## src/hw/rtl/max_xor_binary_trie_assert.svh

```systemverilog
// Assertion macros for the max-xor trie block.
`ifndef MAX_XOR_BINARY_TRIE_ASSERT_SVH
`define MAX_XOR_BINARY_TRIE_ASSERT_SVH

`ifndef ASSERT_OFF
// Clocked check, held off while reset is high.
`define MXT_ASSERT(lbl, clk, rst, prop, msg) \
   lbl: assert property (@(posedge clk) disable iff (rst) prop) else $error(msg);
// Clocked check that also holds during reset.
`define MXT_ASSERT_ALWAYS(lbl, clk, prop, msg) \
   lbl: assert property (@(posedge clk) prop) else $error(msg);
`else
`define MXT_ASSERT(lbl, clk, rst, prop, msg)
`define MXT_ASSERT_ALWAYS(lbl, clk, prop, msg)
`endif

`endif

```

## src/hw/rtl/mxt_pkg.sv

```systemverilog
// Shared constants, codes and control types of the max-xor trie block.
package mxt_pkg;

   localparam int KEY_BITS  = 32;
   localparam int MAX_NODES = 65536;
   localparam int NODE_BITS = $clog2(MAX_NODES);
   localparam int TOP_BITS  = NODE_BITS + 1;
   localparam int LVL_BITS  = $clog2(KEY_BITS + 1);
   localparam int KIDX_BITS = $clog2(KEY_BITS);
   localparam int CNT_BITS  = 32;

   typedef logic [1:0]           cmd_type;
   typedef logic [1:0]           status_type;
   typedef logic [31:0]          word_type;
   typedef logic [NODE_BITS-1:0] node_type;

   localparam cmd_type CMD_INSERT = 2'd0;
   localparam cmd_type CMD_DELETE = 2'd1;
   localparam cmd_type CMD_QUERY  = 2'd2;

   localparam status_type ST_OK     = 2'd0;
   localparam status_type ST_FULL   = 2'd1;
   localparam status_type ST_ABSENT = 2'd2;

   typedef struct packed {
      logic idle;
      logic clear;
      logic start;
      logic walk1;
      logic check;
      logic walk2;
      logic alloc;
      logic finish;
   } ctrl_cmd_type;

   typedef struct packed {
      logic clear_done;
      logic walk_end;
      logic go2;
      logic to_alloc;
      logic alloc_end;
      logic rsp_busy;
   } dp_stat_type;

endpackage

```

## src/hw/rtl/mxt_ctrl.sv

```systemverilog
// Sequencer for the max-xor trie: clearing pass, check walk, update walk, reply.
module mxt_ctrl (
   input  logic                  clock,
   input  logic                  reset,
   input  logic                  req_valid,
   input  mxt_pkg::dp_stat_type  stat,
   output mxt_pkg::ctrl_cmd_type cmd
);
   import mxt_pkg::*;

   typedef enum logic [7:0] {
      S_CLEAR  = 8'b0000_0001,
      S_IDLE   = 8'b0000_0010,
      S_WALK1  = 8'b0000_0100,
      S_CHECK  = 8'b0000_1000,
      S_WALK2  = 8'b0001_0000,
      S_ALLOC  = 8'b0010_0000,
      S_FINISH = 8'b0100_0000,
      S_SPARE  = 8'b1000_0000
   } state_type;

   state_type state_ff, state_in;

   always_comb begin
      cmd      = '0;
      state_in = state_ff;
      unique case (state_ff)
         S_CLEAR: begin
            cmd.clear = 1'b1;
            if (stat.clear_done) state_in = S_IDLE;
         end
         S_IDLE: begin
            cmd.idle = 1'b1;
            if (req_valid) begin
               cmd.start = 1'b1;
               state_in  = S_WALK1;
            end
         end
         S_WALK1: begin
            cmd.walk1 = 1'b1;
            if (stat.walk_end) state_in = S_CHECK;
         end
         S_CHECK: begin
            cmd.check = 1'b1;
            state_in  = stat.go2 ? S_WALK2 : S_FINISH;
         end
         S_WALK2: begin
            cmd.walk2 = 1'b1;
            if (stat.to_alloc) state_in = S_ALLOC;
            else if (stat.walk_end) state_in = S_FINISH;
         end
         S_ALLOC: begin
            cmd.alloc = 1'b1;
            if (stat.alloc_end) state_in = S_FINISH;
         end
         S_FINISH: begin
            cmd.finish = 1'b1;
            if (!stat.rsp_busy) state_in = S_IDLE;
         end
         default: state_in = S_IDLE;
      endcase
   end

   always_ff @(posedge clock) begin
      if (reset) state_ff <= S_CLEAR;
      else state_ff <= state_in;
   end
endmodule

```

## config.mk

```make
export PLATFORM = sky130hd
export DESIGN_NAME = mxt_ctrl
export DESIGN_NICKNAME = d
export VERILOG_FILES = /design/src/hw/rtl/max_xor_binary_trie_assert.svh /design/src/hw/rtl/mxt_pkg.sv /design/src/hw/rtl/mxt_ctrl.sv
export SDC_FILE = /design/constraint.sdc
export NUM_CORES = 1
export LEC_CHECK = 0
export BUFFER_PORTS_ARGS = -buffer_cell sky130_fd_sc_hd__buf_2
export CAP_MARGIN = 20
export CELL_PAD_IN_SITES_DETAIL_PLACEMENT = 1
export CELL_PAD_IN_SITES_GLOBAL_PLACEMENT = 1
export CORE_ASPECT_RATIO = 0.9
export CORE_MARGIN = 3
export CORE_UTILIZATION = 36
export CTS_CLUSTER_DIAMETER = 30
export DETAILED_ROUTE_END_ITERATION = 12
export PLACE_DENSITY_LB_ADDON = 0.12
export SYNTH_ARGS = -nofsm -noshare
export SYNTH_HDL_FRONTEND = slang
export SYNTH_SLANG_ARGS = --single-unit
```

## constraint.sdc

```tcl
create_clock -name clock -period 5 [get_ports clock]
set_clock_uncertainty 0.15 [all_clocks]
set_input_delay 0 -clock clock [delete_from_list [all_inputs] [get_ports clock]]
set_output_delay 0 -clock clock [all_outputs]
set_load 0.005 [all_outputs]
```

==> impl_metrics.yaml, run 1 <==
placed_design:
  routabilityCongestion: 0.7601
  portBuffers: 16
  placed_area_sq_um: 584.3
  hpwl_mm: 1.066
critical_path:
  path_class: "flip-flop to flip-flop"
  required_ps: 5050
  worst-path-max-fanout: 10
  cp_cell_sequence: "nor2_1 -> nand4b_1 -> a21o_1 -> and2_4 -> a311oi_2 -> dlygate4sd3_1"
  critPathArrivalTime_ps: 2310
  start_kind: "flip-flop"
  rr_worst_depth: 6
  slowest_stage: "dlygate4sd3_1"
  end_kind: "flip-flop"
  cpPeakStageDelay_ps: 560
timing:
  timing_hold_violations_final: 0
  timing.final.crit_share_pct: 45.17
  setup_tns_ps: 0
  maxSlewViolCount: 0
  relSlewSlack_pct: 76.10
  finalSetupViolCount: 0
  rsz0062_at_grt: "false"
  tightest_slew_ps: 358.0
  fin_crit_ps: 2259
  hold_slack_ps: 240.0
  fmax_ghz: 0.4428
logic_synthesis:
  synth_area_per_cell_sq_um: 8.415
  yosys_warnings: 0
  synth_seq_cells: 7
  synth_fp_nets: 71
  synth_area_sq_um: 521.8
  ys.flop_type: "dfxtp_1"
  postSynthCellCount: 62
  synth_top_area_share_pct: 26.86
  synth_top_area_cell: "dfxtp_1"
  synth.distinct_cells: 33
  synth_edf_count: 0
  ys_async_sr_fraction_pct: 0
  synth_area_leaders: "dfxtp_1 27%, nor2_1 5.8%, buf_6 4.3%"
  yosysSeqAreaShare_pct: 26.86
global_route:
  grt_pass1_wl_mm: 2.421
  grt_pass1_vias: 522
  grt.total_usage_pct: 17.36
  antenna_found_initial: 0
  overflow: 0
  grt_max_degree: 11
cells_and_area:
  reg_top3: "state_ff x7"
  drive_gt1_share_pct: 31.40
  final_common_cell: "buf_2"
  areaGrowthSynthToFinish_pct: 32.37
  diodes: 0
  fill_cells: 165
  final_area_sq_um: 690.7
  largest_register: "state_ff"
  fin_util_pct: 53.49
  final_cell_mix: "16 x buf_2, 8 x nor2_1, 8 x dlygate4sd3_1, 7 x dfxtp_1, 6 x nand2_1"
  nNetsFinal: 96
  largest_reg_flops: 7
clock_network:
  tritoncts: "done"
  clock_latency_ps: 260
  clock-root-buffer: "clkbuf_4"
  htree_levels: 1
  clk_path_buf_depth: 2
  numCtsBuffers: 3
  clk_pin_slew_ps: 60
  cts_resized: 0
  numClockSinks: 7
routing:
  wl_mm: 1.461
  num_vias: 535
  post_drt_wl_per_cell_um: 14.61
  ant_nets: 0
  drc: 0
  drt_pass1_iterations: 4
  drtIter0Drc: 14
  via_per_inst: 5.350
flow_run:
  cap_violations: 0
power:
  total_power_uw: 171.7
  p_switching_uw: 54.94
  intPower_uw: 116.7
  ir_drop_v: 0.0001248
  p_leak_nw: 0.3029
  switching_share_pct: 32.01
  seq_power_share_pct: 39.8
  clock_power_share_pct: 31.1
  p_per_area_mw_per_mm2: 248.5
  comb_power_share_pct: 29.0
die:
  start_util_pct: 40.41
  design.portCount: 17
  die_w_um: 46.13
  die_h_um: 42.12
  dieArea_sq_mm: 0.001943
  placeableCoreArea_sq_mm: 0.001291
  row_count: 12
outcome:
  status: "complete, no violations"
worst_hold_path:
  min_path_type: "input pin to flip-flop"
  hold_depth: 5
final timing paths:
path	from	to	slack, ps
max	state_ff[5]	state_ff[6]	2740
min	stat[1]	state_ff[2]	240
max reg2reg	state_ff[5]	state_ff[6]	2740
min reg2reg	state_ff[1]	state_ff[1]	420
worst max-delay path, delay by kind of cell, from the launching register on:
family          cells  cell delay (ps)
flops               1              410
compound gates      2              420
simple gates        3              650
buf+inv             1              560
power groups by stage:
stage	Sequential, mW	Combinational, mW	Clock, mW
CTS	0.0683	0.0495	0.0542
global placement	0.0693	0.0425	0
detailed placement	0.0695	0.0432	0
global route	0.0694	0.0551	0.0579
floorplan	0.0666	0.0318	0
finish	0.0684	0.0498	0.0534
routing by layer:
metal / global-route usage [%] / vias up / share of wire (%)
li1: - / 270 / -
met1: 23.29 / 245 / 49
met2: 25.27 / 15 / 44
met3: 3.863 / 5 / 4.8
met4: 8.523 / 0 / 2.5
met5: 0 / - / 0
per-stage QoR:
| step | std cells | worst slack, ps |
|---|---|---|
| after CTS | 100 | 2734 |
| after global placement | 88 | 3262 |
| after global routing | 100 | 2555 |
| after detailed placement | 88 | 3253 |
| final | 100 | 2741 |
| after floorplan | 62 | 3410 |
logic make-up (layout without fill, tap and decap cells):
family / after synthesis / after routing / synth area share, %
multiplexers: 2 / 2 / 4.077
XOR/XNOR: 2 / 2 / 3.358
flip-flops: 7 / 7 / 26.86
buffers and inverters: 7 / 31 / 8.872
AO/OA/AOI/OAI: 11 / 11 / 17.27
AND/OR/NAND/NOR: 33 / 33 / 39.57
layout make-up:
class / instances / area, sq um / share of cell area (%)
clock buffers: 4 / 26.28 / 3.804
flip-flops and latches: 7 / 140.1 / 20.29
repair buffers: 24 / 160.2 / 23.19
well taps: 14 / 17.52 / 2.536
multi-input cells: 48 / 335.3 / 48.55
inverters: 3 / 11.26 / 1.630
synth_stat cells, drive strengths merged (3+ instances only):
cell type and number:
and2 3, buf 4, dfxtp 7, inv 3, nand2 7, nor2 8, nor3 3
what timing repair did:
action,in CTS,in global routing
hold buffers,8,0
endpoints found under the hold margin,7,0
buffers inserted,0,0
Power figures use the tool's default switching activity.
==> inputs of run 2 (changes only) <==
--- a/config.mk
+++ b/config.mk
@@ -11,7 +11,7 @@
 export CELL_PAD_IN_SITES_GLOBAL_PLACEMENT = 1
 export CORE_ASPECT_RATIO = 0.9
 export CORE_MARGIN = 3
-export CORE_UTILIZATION = 36
+export CORE_UTILIZATION = 31
 export CTS_CLUSTER_DIAMETER = 30
 export DETAILED_ROUTE_END_ITERATION = 12
 export PLACE_DENSITY_LB_ADDON = 0.12
==> constraint.sdc (replaced) <==
create_clock -name clock -period 1.91 [get_ports clock]
set_clock_uncertainty 0.15 [all_clocks]
set_input_delay 0 -clock clock [delete_from_list [all_inputs] [get_ports clock]]
set_output_delay 0 -clock clock [all_outputs]
set_load 0.005 [all_outputs]
==> impl_metrics.yaml, run 2 (synthesis gave the netlist of run 1 again) <==
worst_hold_path:
  hold_depth: 5
  holdPathEnd: "state_ff[6]"
  min_from: "stat[1]"
  min_path_type: "input pin to flip-flop"
die:
  dieArea_sq_mm: 0.002212
  die_h_um: 44.92
  die_w_um: 49.25
  placeableCoreArea_sq_mm: 0.001513
  start_util_pct: 34.49
  design.portCount: 17
  row_count: 13
cells_and_area:
  largest_register: "state_ff"
  final_cell_mix: "16 x buf_2, 7 x nor2_1, 7 x dfxtp_1, 6 x nand2_1, 6 x dlygate4sd3_1"
  diodes: 0
  areaGrowthSynthToFinish_pct: 33.33
  final_common_cell: "buf_2"
  largest_reg_flops: 7
  fin_util_pct: 45.99
  multi_input_area_sq_um: 342.8
  drive_gt1_share_pct: 35.29
  reg_top3: "state_ff x7"
  final_cells: 107
  fill_cells: 201
  nNetsFinal: 95
  final_area_sq_um: 695.7
  seq_area_sq_um: 140.1
global_route:
  grt_max_degree: 11
  antenna_found_initial: 0
  grt.total_usage_pct: 15.79
  overflow: 0
  grt_pass1_wl_mm: 2.518
  grt_pass1_vias: 535
routing:
  num_vias: 543
  post_drt_wl_per_cell_um: 13.96
  drt_pass1_iterations: 4
  drtIter0Drc: 10
  drc: 0
  ant_nets: 0
  via_per_inst: 5.075
  wl_mm: 1.494
clock_network:
  clk_pin_slew_ps: 60
  tritoncts: "done"
  numCtsBuffers: 3
  clock_latency_ps: 260
  htree_levels: 1
  clk_path_buf_depth: 2
  numClockSinks: 7
  clock-root-buffer: "clkbuf_4"
critical_path:
  slowest_stage: "dfxtp_1"
  cp_cell_sequence: "nor3_2 -> nand4b_1 -> a21o_1 -> and2_4 -> a311oi_2"
  worst-path-max-fanout: 7
  r2r_start: "state_ff[6]"
  rr_worst_depth: 5
  cp.buffers_inverters: 0
  end_kind: "flip-flop"
  cpPeakStageDelay_ps: 390
  reg2reg_to: "state_ff[6]"
  start_kind: "flip-flop"
  ff2ff_setup_slack_ps: 160
  crit_start: "state_ff[6]"
  cp_top_family: "simple AND/OR/NAND/NOR gates"
  critPathArrivalTime_ps: 1780
  required_ps: 1940
  path_class: "flip-flop to flip-flop"
timing:
  finalSetupViolCount: 0
  timing_hold_violations_final: 0
  setup_tns_ps: 0
  tightest_slew_ps: 360.5
  maxSlewViolCount: 0
  relSlewSlack_pct: 75.94
  fin_crit_ps: 1750
  timing.final.crit_share_pct: 91.62
  fmax_ghz: 0.5715
  rsz0062_at_grt: "false"
power:
  p_per_area_mw_per_mm2: 650.4
  ir_drop_v: 0.0003193
  p_leak_nw: 0.3002
  total_power_uw: 452.4
flow_run:
  cap_violations: 0
outcome:
  status: "complete, no violations"
placed_design:
  hpwl_mm: 1.108
  portBuffers: 16
  placed_area_sq_um: 601.8
  routabilityCongestion: 0.7893
  dp.cells: 97
## run 2: metrics by stage
stage | setup slack [ps] | hold WS, ps
floorplan | 320.3 | -82.14
global placement | 161.7 | 69.46
detailed placement | 141.9 | 69.79
CTS | 93.46 | 196.8
global route | 5.479 | 231.5
finish | 160.1 | 198.0
## run 2: report_power, final
part	leakage [nW]	switching, mW	internal [mW]
combinational	0.228	0.0614	0.0628
sequential	0.0573	0.0232	0.157
clock	0.0150	0.0675	0.0806
total	0.300	0.152	0.300
## run 2: worst min-delay path, stage by stage
cell      delay (ps)
buf_2             90
o22ai_1          100
a32oi_1          120
a21oi_1          190
a311oi_2          60
## run 2: cell type report
cell class,instances,area share [%]
clock buffer,4,3.777
tap,22,3.957
timing repair buffer,23,21.22
inverter,3,1.619
multi-input combinational,48,49.28
sequential,7,20.14
## run 2: how the worst max path moves through the flow
stage	end	slack, ps	depth (start not counted)
floorplan	state_ff[6]	320	6
global placement	state_ff[6]	160	5
detailed placement	state_ff[1]	140	5
CTS	cmd[3]	90	4
global route	cmd[5]	5	5
finish	state_ff[6]	160	5
## run 2: metal layers
| metal | routed length, um | track usage, % |
|---|---|---|
| met1 | 741 | 20.08 |
| met5 | 0 | 0 |
| met3 | 71 | 6.601 |
| met2 | 621 | 21.39 |
| met4 | 60 | 11.36 |
## run 2: repair_timing
| action | in CTS | in global routing |
|---|---|---|
| setup buffers | 0 | 0 |
| endpoints found under the setup margin | 0 | 2 |
| hold buffers | 6 | 0 |
| hold endpoints to repair | 7 | 0 |
| resized for setup | 0 | 2 |
